### src/rtl/oors_pkg.sv
// Shared types and constants for the oldest-or-richest service queue.
// Transaction payload structs, table entry layout, scan modes and codes.
// No dependencies.
package oors_pkg;

	localparam int ID_W         = 32;
	localparam int VAL_W        = 16;
	localparam int CAPACITY_DEF = 256;

	// request function codes
	localparam logic [1:0] FUNC_ARRIVE  = 2'd0;
	localparam logic [1:0] FUNC_OLDEST  = 2'd1;
	localparam logic [1:0] FUNC_LARGEST = 2'd2;

	// response status codes
	localparam logic [1:0] ST_STORED = 2'd0;
	localparam logic [1:0] ST_SERVED = 2'd1;
	localparam logic [1:0] ST_EMPTY  = 2'd2;
	localparam logic [1:0] ST_FULL   = 2'd3;

	typedef struct packed {
		logic [1:0]       func;
		logic [VAL_W-1:0] value;
	} req_t;

	typedef struct packed {
		logic [1:0]      status;
		logic [ID_W-1:0] customer_id;
	} rsp_t;

	// one table slot as held in the memory
	typedef struct packed {
		logic             valid;
		logic [ID_W-1:0]  id;
		logic [VAL_W-1:0] value;
	} entry_t;

	// what the scan is looking for
	typedef enum logic [1:0] {
		PICK_FREE    = 2'd0,
		PICK_OLDEST  = 2'd1,
		PICK_LARGEST = 2'd2
	} pick_mode_t;

	typedef struct packed {
		logic       clear;
		logic       sample;
		pick_mode_t mode;
	} pick_ctl_t;

endpackage

### src/rtl/oors_pick.sv
// Scan selector: follows the table read stream and keeps the best slot so far.
// Finds the first free slot, the oldest entry, or the largest value (oldest on tie).
// Depends on oors_pkg.
module oors_pick #(
	parameter int IDX_W = 8
) (
	input  logic                          clk,
	input  logic                          arst_n,
	input  oors_pkg::pick_ctl_t           ctl,
	input  oors_pkg::entry_t              entry,
	input  logic [IDX_W-1:0]              idx,
	output logic                          found,
	output logic [IDX_W-1:0]              best_idx,
	output logic [oors_pkg::ID_W-1:0]     best_id
);

	logic                           found_q;
	logic [IDX_W-1:0]               best_idx_q;
	logic [oors_pkg::ID_W-1:0]      best_id_q;
	logic [oors_pkg::VAL_W-1:0]     best_val_q;
	logic                           older;
	logic                           take;

	// candidate comparison
	always_comb begin
		older = entry.id < best_id_q;
		take  = 1'b0;
		unique case (ctl.mode)
			oors_pkg::PICK_FREE: begin
				take = ctl.sample && !entry.valid && !found_q;
			end
			oors_pkg::PICK_OLDEST: begin
				take = ctl.sample && entry.valid && (!found_q || older);
			end
			oors_pkg::PICK_LARGEST: begin
				take = ctl.sample && entry.valid &&
					(!found_q || (entry.value > best_val_q) ||
					 ((entry.value == best_val_q) && older));
			end
			default: begin
				take = 1'b0;
			end
		endcase
	end

	// found flag
	always_ff @(posedge clk or negedge arst_n) begin
		if (!arst_n) begin
			found_q <= 1'b0;
		end else if (ctl.clear) begin
			found_q <= 1'b0;
		end else if (take) begin
			found_q <= 1'b1;
		end
	end

	// best candidate payload
	always_ff @(posedge clk) begin
		if (take) begin
			best_idx_q <= idx;
			best_id_q  <= entry.id;
			best_val_q <= entry.value;
		end
	end

	assign found    = found_q;
	assign best_idx = best_idx_q;
	assign best_id  = best_id_q;

endmodule

### config.mk
export PLATFORM = sky130hd
export DESIGN_NAME = oors_pick
export DESIGN_NICKNAME = d
export VERILOG_FILES = /design/src/rtl/oors_pkg.sv /design/src/rtl/oors_pick.sv
export SDC_FILE = /design/constraint.sdc
export NUM_CORES = 1
export LEC_CHECK = 0
export BUFFER_PORTS_ARGS = -buffer_cell sky130_fd_sc_hd__buf_2
export CORE_ASPECT_RATIO = 0.9
export CORE_MARGIN = 2
export CORE_UTILIZATION = 30
export DETAILED_ROUTE_END_ITERATION = 6
export GPL_ROUTABILITY_DRIVEN = 1
export SLEW_MARGIN = 15
export SYNTH_ARGS = -nofsm -noshare
export SYNTH_HDL_FRONTEND = slang
export SYNTH_SLANG_ARGS = --single-unit
### constraint.sdc
create_clock -name clk -period 7.32 [get_ports clk]
set_input_delay 1.098 -clock clk [delete_from_list [all_inputs] [get_ports clk]]
set_output_delay 1.098 -clock clk [all_outputs]
set_load 0.02 [all_outputs]
==> impl_metrics.csv, run 1 <==
group,metric,value,unit
status,status,"finished clean",
logic_synthesis,synth.avg_cell_area,13.04,sq um
global_routing,grt_usage,0.1283,
power,clock_power_share,0.380,
clock_network,numCtsBuffers,9,
floorplan,dieArea,0.01090,sq mm
critical_path,cp.arrival,3.16,ns
clock_network,htreeDepth,3,
global_routing,top_usage_layer,"met2",
clock_network,cts_sinks,57,
route,vias_per_cell,4.449,
sta,tightest_slew,0.6604,ns
sta,setup-violations-final,0,
global_routing,grt_pass1_wl,10.61,mm
route,wirelength,6.608,mm
final_layout,final_cell_mix,"buf_2 (103), edfxtp_1 (56), inv_1 (50), ha_1 (50), a21oi_1 (10)",
global_routing,met1_usage,0.1572,
critical_path,endpoint_kind,"flip-flop",
critical_path,r2r_slack,4.69,ns
power,internal_power,0.6233,mW
power,powerDensity,212.9,mW/mm^2
critical_path,path_class,"primary input to flip-flop",
placed_design,detailed_place_hpwl,5.242,mm
route,drtIter0Drc,51,
sta,fin_crit_sh,0.4327,
critical_path,startpoint_type,"primary input",
floorplan,core,0.009742,sq mm
sta,rsz0062_at_grt,"no",
critical_path,crit_required,7.31,ns
logic_synthesis,syn_inst,232,
floorplan,floorplan.initialDensity,0.3104,
floorplan,rows,34,
logic_synthesis,synthDistinctLibCells,38,
final_layout,mostFrequentLayoutCell,"buf_2",
final_layout,n_antenna_cell,0,
power,combPwrFrac,0.153,
clock_network,post_cts_resized,0,
logic_synthesis,synth_flop_cell,"edfxtp_1",
sta,slew_headroom,0.5540,
placed_design,port_buffers,103,
final_layout,drive_gt1_frac,0.3513,
clock_network,insertion_delay,0.33,ns
sta,whs,0.5246,ns
global_routing,grt.overflow.total,0,
sta,fmax,0.3157,GHz
clock_network,clock_path_buffers,2,
power,p_sw_frac,0.2550,
floorplan,io_pins,104,
sta,final_max_slew_viol_count,0,
power,vdd_drop_max,87.99,uV
clock_network,clockRootBuffer,"clkbuf_8",
route,wire_per_inst,13.80,um
route,drtAntennaViolNets,0,
global_routing,grt_max_degree,31,
job,max-cap-violations,0,
global_routing,use_met3,0.04915,
logic_synthesis,synthesis.area,0.003024,sq mm
floorplan,die_h,99.25,um
clock_network,cts_tree,"done",
sta,timing.final.hold_violations,0,
critical_path,crit_fanout,30,
sta,finClkSkew,0.006716,ns
final_layout,nets,461,
global_routing,grt_pass1_vias,2265,
clock_network,post_cts_buffers,0,
power,p_leak,1.867,nW
logic_synthesis,ys_seq_area_frac,0.5643,
sta,fin_crit,3.168,ns
final_layout,syn_to_final_growth,29.91,%
floorplan,die_w,109.8,um
route,detail_route.first_pass.iterations,6,
worst_hold_path,min_path_type,"flip-flop to flip-flop",
placed_design,place_congestion,0.7571,
clock_network,clk_pin_slew_worst_paths,0.07,ns
power,p_switching,0.2133,mW
route,drc,0,
global_routing,use_met2,0.2076,
clock_network,cts_hold_buf,0,
logic_synthesis,synth-edff-count,56,
logic_synthesis,yosys_warnings,0,
global_routing,grt_antenna_before_repair,0,
logic_synthesis,async_reset_ff_frac,0.01754,
logic_synthesis,syn_nets,345,
power,p_seq_frac,0.468,
placed_design,preCtsSetupSlack,3.742,ns
sta,setup_ws,4.152,ns
sta,finalSetupTns,0,ns
logic_synthesis,ys_ff_latch,57,
route,num_vias,2131,
==> worst paths after layout <==
| path | start | endpoint | depth (start not counted) |
|---|---|---|---|
| min | found | found | 2 |
| max reg2reg | best_val_q[13] | best_id[16] | 8 |
| min reg2reg | found | found | 2 |
| max | entry[15] | best_id[16] | 8 |
| min in group asynchronous | arst_n | found | 1 |
| max in group asynchronous | arst_n | found | 1 |
==> state kept, by name, summed over array words and instances (netlist names) <==
| register | flops |
|---|---|
| found | 1 |
| best_val_q | 16 |
| best_idx | 8 |
| best_id | 32 |
==> power by group through the flow <==
stage	Sequential, mW	Combinational [mW]	Clock (mW)
3_5_place_dp	0.399	0.129	0
4_1_cts	0.392	0.130	0.328
6_report	0.391	0.128	0.318
2_1_floorplan	0.417	0.0571	0
3_3_place_gp	0.398	0.127	0
5_1_grt	0.393	0.146	0.342
==> final cells by class <==
type,instances,area (sq um)
flip-flops and latches,57,1707
fillers,966,5813
inverters,50,187.7
multi-input cells,125,1137
clock buffers,9,123.9
repair buffers,105,530.5
clock inverters,7,85.08
well taps,126,157.7
==> metal layers <==
| layer | up-vias | wire [um] |
|---|---|---|
| met5 | - | 0 |
| met4 | 0 | 72 |
| met3 | 6 | 465 |
| met2 | 69 | 3057 |
| met1 | 967 | 3012 |
| li1 | 1089 | - |
==> cell families (layout without fill, tap and decap cells) <==
family | Yosys count | in the layout | share of synthesized area
AOI/OAI and AO/OA | 40 | 40 | 0.09268
adders and majority gates | 50 | 50 | 0.2069
buffers and inverters | 50 | 171 | 0.06206
DFF | 57 | 57 | 0.5643
muxes | 1 | 1 | 0.003310
and+or+nand+nor | 34 | 34 | 0.07075
==> per-stage QoR <==
step	area [sq um]	cells	total power [mW]	util
after floorplan	3024	232	0.4739	-
after global placement	3720	463	0.5251	0.3818
after detailed placement	3720	463	0.5279	0.3818
after CTS	3929	479	0.8493	0.4033
after global routing	3929	479	0.8813	0.4033
final	3929	479	0.8366	0.4033
==> worst max-delay path, stage by stage <==
cell      delay (ns)
buf_2           0.12
ha_1            0.30
nand4_2         0.15
o41ai_2         0.51
o21bai_1        0.18
o41ai_1         0.13
a211oi_4        0.26
buf_4           0.40
==> synth_stat cells (2+ instances only) <==
library cell  count  share of area
edfxtp_1         56           0.56
ha_1             50           0.21
inv_1            50          0.062
a21oi_1          10          0.017
nand4_1           8          0.017
o21ai_0           8          0.013
nand2_1           4         0.0050
nand3_1           4         0.0066
nor2_1            4         0.0050
a211oi_1          3         0.0074
a21o_1            3         0.0074
a31oi_1           2         0.0041
and3_1            2         0.0041
and4_1            2         0.0058
o21bai_1          2         0.0050
o311a_1           2         0.0066
Note: power is estimated with default switching activity, not from simulation.
==> inputs of run 2 (changes only) <==
==> constraint.sdc (replaced) <==
create_clock -name clk -period 2.8 [get_ports clk]
set_input_delay 0.42 -clock clk [delete_from_list [all_inputs] [get_ports clk]]
set_output_delay 0.42 -clock clk [all_outputs]
set_load 0.02 [all_outputs]
==> run 2 against run 1 <==
Net effect:
- critical path depth stayed put
- clock skew is 0.0020 ns higher
- sequential cell count stayed put
- cell count is 0.63% higher
- register-to-register slack worse by 4.5 ns
- final area is 0.99% higher
- clock-buffer cell count stayed put
- via count is 2.0% higher
- core utilization is 0.40 points higher
- non-clock buffer count is 3 higher
- combinational power grew to 2.7 times the previous value
==> impl_metrics.csv, run 2 (synthesis results as in run 1) <==
group,metric,value,unit
status,status,"finished clean",
sta,fmax,0.3884,GHz
critical_path,startpoint_type,"flip-flop",
floorplan,die_w,109.8,um
route,drtIter0Drc,29,
final_layout,nets,464,
global_routing,grt_usage,0.1222,
placed_design,preCtsSetupSlack,0.01304,ns
sta,setup-violations-final,0,
sta,setup_ws,0.2251,ns
final_layout,mostFrequentLayoutCell,"buf_2",
global_routing,grt_antenna_before_repair,0,
final_layout,syn_to_final_growth,31.20,%
route,vias_per_cell,4.508,
clock_network,post_cts_buffers,0,
global_routing,grt_pass1_vias,2144,
floorplan,dieArea,0.01090,sq mm
sta,final_max_slew_viol_count,0,
route,detail_route.first_pass.iterations,4,
critical_path,cp.arrival,2.64,ns
floorplan,core,0.009742,sq mm
route,drc,0,
placed_design,detailed_place_hpwl,5.128,mm
final_layout,drive_gt1_frac,0.3624,
sta,fin_crit,2.575,ns
placed_design,port_buffers,103,
clock_network,cts_hold_buf,1,
final_layout,fill_cells,978,
route,num_vias,2173,
sta,rsz0062_at_grt,"no",
critical_path,path_class,"flip-flop to flip-flop",
power,vdd_drop_max,212.5,uV
clock_network,insertion_delay,0.33,ns
sta,timing.final.hold_violations,0,
final_layout,largest_reg_flops,32,
power,powerDensity,528.4,mW/mm^2
critical_path,endpoint_kind,"flip-flop",
sta,tightest_slew,0.7541,ns
final_layout,n_antenna_cell,0,
global_routing,grt_pass1_wl,10.01,mm
placed_design,place_congestion,0.7496,
final_layout,multi_input_area,0.001162,sq mm
power,p_leak,1.876,nW
clock_network,cts_tree,"done",
clock_network,post_cts_resized,0,
clock_network,numCtsBuffers,9,
clock_network,cts_sinks,57,
global_routing,grt.overflow.total,0,
worst_hold_path,min_path_type,"primary input to flip-flop",
final_layout,final_cell_mix,"buf_2 (103), edfxtp_1 (56), inv_1 (49), ha_1 (48), a21oi_1 (10)",
clock_network,htreeDepth,3,
power,power,2.096,mW
floorplan,die_h,99.25,um
global_routing,grt_max_degree,43,
critical_path,crit_fanout,42,
final_layout,regArea,0.001707,sq mm
floorplan,rows,34,
sta,finClkSkew,0.008688,ns
clock_network,clock_path_buffers,2,
sta,fin_crit_sh,0.9196,
clock_network,clk_pin_slew_worst_paths,0.06,ns
route,wirelength,6.488,mm
floorplan,floorplan.initialDensity,0.3104,
clock_network,clockRootBuffer,"clkbuf_8",
sta,slew_headroom,0.4907,
job,max-cap-violations,0,
route,drtAntennaViolNets,0,
route,wire_per_inst,13.46,um
critical_path,crit_required,2.87,ns
floorplan,io_pins,104,
-- run 2: changes by cell type in the layout (fill, tap and decap cells not counted), sizes merged --
| cell | previous run | this run |
|---|---|---|
| clkinv | 4 | 6 |
| clkinvlp | 1 | 0 |
| dlygate4sd3 | 0 | 1 |
| buf | 105 | 107 |
| bufinv | 2 | 1 |
-- run 2: final timing paths --
kind                               endpoint           from  cells after the start  slack (ns)
worst min-delay path                  found         ctl[3]                      2        0.23
worst max-delay path            best_id[26]  best_val_q[4]                      8        0.23
worst min register to register        found          found                      2        0.61
worst max register to register  best_id[26]  best_val_q[4]                      8        0.23
min in group asynchronous             found         arst_n                      2        0.42
max in group asynchronous             found         arst_n                      2        2.30
-- run 2: where the power goes --
part           leakage [nW]  switching, mW  internal [mW]
Clock                0.0978          0.326          0.401
Combinational          1.25          0.204          0.143
Sequential            0.530         0.0192           1.00
-- run 2: worst max-delay path, cell delays in order, from the launching register on --
cell and delay, ns:
edfxtp_1 0.38, inv_1 0.07, ha_1 0.24, a21o_1 0.18
o21ai_0 0.22, a31oi_1 0.13, o41ai_1 0.70, a211oi_4 0.16
buf_12 0.23
-- run 2: area by class of cell --
cell class | count | area share
clock buffers | 9 | 0.03122
clock inverters | 7 | 0.01545
inverters | 50 | 0.04730
multi-input cells | 125 | 0.2930
flip-flops and latches | 57 | 0.4301
well taps | 126 | 0.03974
repair buffers | 108 | 0.1432
-- run 2: per-layer routing --
metal / track usage / vias up / routed length, um
met5: 0 / - / 0
met4: 0.04674 / 0 / 93
met3: 0.04325 / 13 / 486
met2: 0.1944 / 70 / 2975
met1: 0.1514 / 990 / 2933
li1: - / 1100 / -
-- run 2: metrics by stage --
step	hold slack [ns]	setup TNS (ns)	util	cell area (sq um)	std cells
after global placement	0.1945	-2.639	0.3872	3772	465
after detailed placement	0.1971	0	0.3872	3772	465
after global routing	0.2258	0	0.4073	3968	482
after floorplan	0.1244	-43.53	-	3057	232
after CTS	0.2055	0	0.4073	3968	482
final	0.2327	0	0.4073	3968	482
==> inputs of run 3 (changes only) <==
--- a/config.mk
+++ b/config.mk
@@ -6,7 +6,6 @@
 export NUM_CORES = 1
 export LEC_CHECK = 0
 export BUFFER_PORTS_ARGS = -buffer_cell sky130_fd_sc_hd__buf_2
-export CORE_ASPECT_RATIO = 0.9
 export CORE_MARGIN = 2
 export CORE_UTILIZATION = 30
 export DETAILED_ROUTE_END_ITERATION = 6
==> run 3 against run 2 <==
Net effect:
- global-route usage increased by 0.070 points
- worst hold slack gained 0.0099 ns
- clock power fell by 12%
- critical path depth stayed put
- combinational power barely moved
- total power shrank 4.2%
- final area fell by 0.41%
- die area about the same
- routed wire length down 0.92%
- via count is 0.23% lower
- setup slack worse by 0.012 ns
- critical endpoint is now best_id[0]
==> impl_metrics.csv, run 3 (synthesis results as in run 1) <==
group,metric,value,unit
status,status,"finished clean",
sta,tightest_slew,0.6776,ns
sta,fin_crit_sh,0.9240,
critical_path,critPathSlowestCell,"edfxtp_1",
global_routing,grt_pass1_wl,10.49,mm
final_layout,nets,463,
floorplan,die_h,104.4,um
critical_path,path_class,"flip-flop to flip-flop",
floorplan,floorplan.initialDensity,0.3094,
sta,setup-violations-final,0,
power,powerDensity,508.3,mW/mm^2
clock_network,clockRootBuffer,"clkbuf_8",
sta,final_max_slew_viol_count,0,
route,drc,0,
critical_path,endpoint_kind,"flip-flop",
worst_hold_path,whs_endpoint,"found",
sta,setup_ws,0.2128,ns
final_layout,final_cell_mix,"buf_2 (103), edfxtp_1 (56), inv_1 (49), ha_1 (48), a21oi_1 (10)",
final_layout,drive_gt1_frac,0.3577,
sta,rsz0062_at_grt,"no",
sta,whs,0.2426,ns
power,vdd_drop_max,183.8,uV
critical_path,r2r_slack,0.21,ns
final_layout,largest_reg_flops,32,
sta,fmax,0.3865,GHz
placed_design,detailed_place_hpwl,5.080,mm
floorplan,io_pins,104,
critical_path,r2r_start,"best_id[31]",
clock_network,cts_sinks,57,
clock_network,clk_pin_slew_worst_paths,0.07,ns
placed_design,port_buffers,103,
floorplan,rows,36,
power,p_leak,1.861,nW
route,wire_per_inst,13.17,um
job,max-cap-violations,0,
critical_path,max_stage_delay,0.40,ns
final_layout,mostFrequentLayoutCell,"buf_2",
worst_hold_path,hold_depth,2,
critical_path,ff2ff_path_depth,8,
global_routing,grt.overflow.total,0,
placed_design,place_congestion,0.7376,
route,detail_route.first_pass.iterations,4,
placed_design,dpl_cell_area,0.003786,sq mm
floorplan,core,0.009774,sq mm
final_layout,multi_input_area,0.001162,sq mm
final_layout,regArea,0.001707,sq mm
clock_network,numCtsBuffers,9,
route,num_vias,2168,
placed_design,preCtsSetupSlack,0.06629,ns
floorplan,die_w,104.4,um
global_routing,grt_antenna_before_repair,0,
global_routing,grt_pass1_vias,2200,
sta,slew_headroom,0.5424,
clock_network,post_cts_resized,0,
route,drtAntennaViolNets,0,
sta,finClkSkew,0.01298,ns
critical_path,startpoint_type,"flip-flop",
clock_network,insertion_delay,0.33,ns
final_layout,syn_to_final_growth,30.66,%
critical_path,cp.arrival,2.61,ns
route,vias_per_cell,4.443,
clock_network,clock_path_buffers,2,
worst_hold_path,min_path_type,"primary input to flip-flop",
worst_hold_path,worstHoldStart,"ctl[3]",
critical_path,crit_fanout,33,
final_layout,fill_cells,941,
global_routing,grt_max_degree,34,
clock_network,post_cts_buffers,0,
route,drtIter0Drc,45,
clock_network,htreeDepth,3,
route,wirelength,6.428,mm
critical_path,r2r_end,"best_id[0]",
floorplan,dieArea,0.01090,sq mm
global_routing,grt_usage,0.1229,
final_layout,n_antenna_cell,0,
clock_network,cts_tree,"done",
sta,timing.final.hold_violations,0,
critical_path,cp_cell_sequence,"inv_1 -> ha_1 -> nand4_1 -> nor2_1 -> a221o_1 -> o311a_1 -> a211oi_4 -> buf_12",
sta,fin_crit,2.587,ns
critical_path,crit_required,2.82,ns
final_layout,design_area,0.003951,sq mm
==> run 3: cell count changes in the layout (fill, tap and decap cells not counted) <==
cell       before  now
buf_12          1    2
buf_4           3    1
bufinv_16       1    0
clkbuf_1        0    3
clkinv_1        2    0
clkinv_2        3    4
clkinv_4        1    0
==> run 3: stage by stage <==
step / utilization / total power, mW / TNS (ns) / cells
2_1_floorplan: - / 1.243 / -43.53 / 232
3_3_place_gp: 0.3874 / 1.386 / 0 / 471
3_5_place_dp: 0.3874 / 1.393 / 0 / 471
4_1_cts: 0.4043 / 2.045 / 0 / 488
5_1_grt: 0.4043 / 2.137 / 0 / 488
6_report: 0.4043 / 2.008 / 0 / 488
==> run 3: how the worst max path moves through the flow <==
| stage | cells past startpoint | slack (ns) | to | startpoint |
|---|---|---|---|---|
| floorplan | 7 | -0.78 | best_id[0] | best_id[29] |
| global placement | 8 | 0.03 | best_id[5] | entry[22] |
| detailed placement | 8 | 0.07 | best_id[6] | entry[47] |
| CTS | 8 | 0.21 | best_id[8] | best_id[31] |
| global route | 8 | 0.10 | best_id[9] | best_id[31] |
| finish | 8 | 0.21 | best_id[0] | best_id[31] |
==> run 3: metal layers <==
metal	share of wire	up-vias	GRT usage
met5	0	-	0
met4	0.0092	0	0.03764
met3	0.061	5	0.04825
met2	0.45	66	0.1914
met1	0.48	1000	0.1571
li1	-	1097	-
==> run 3: timing repair <==
action	in CTS	in global routing
hold buffers	1	0
hold endpoints to repair	1	0
setup endpoints to repair	0	0
==> run 3: layout make-up <==
| cell class | instances | area share |
|---|---|---|
| Sequential cell | 57 | 0.4319 |
| Multi-Input combinational cell | 125 | 0.2942 |
| Timing Repair Buffer | 107 | 0.1450 |
| Inverter | 50 | 0.04750 |
| Tap cell | 133 | 0.04212 |
| Clock buffer | 12 | 0.03420 |
| Clock inverter | 4 | 0.005066 |
==> run 3: power by group <==
part	internal (mW)	switching, mW
logic	0.145	0.202
registers	1.00	0.0187
clock network	0.316	0.323
total	1.46	0.544
==> run 3: critical path: cells and delay by family, from the launching register on <==
| kind | cells | cell delay (ns) |
|---|---|---|
| fa+ha+maj | 1 | 0.24 |
| flops | 1 | 0.40 |
| buf+inv | 2 | 0.32 |
| compound gates | 3 | 1.05 |
| simple gates | 2 | 0.23 |
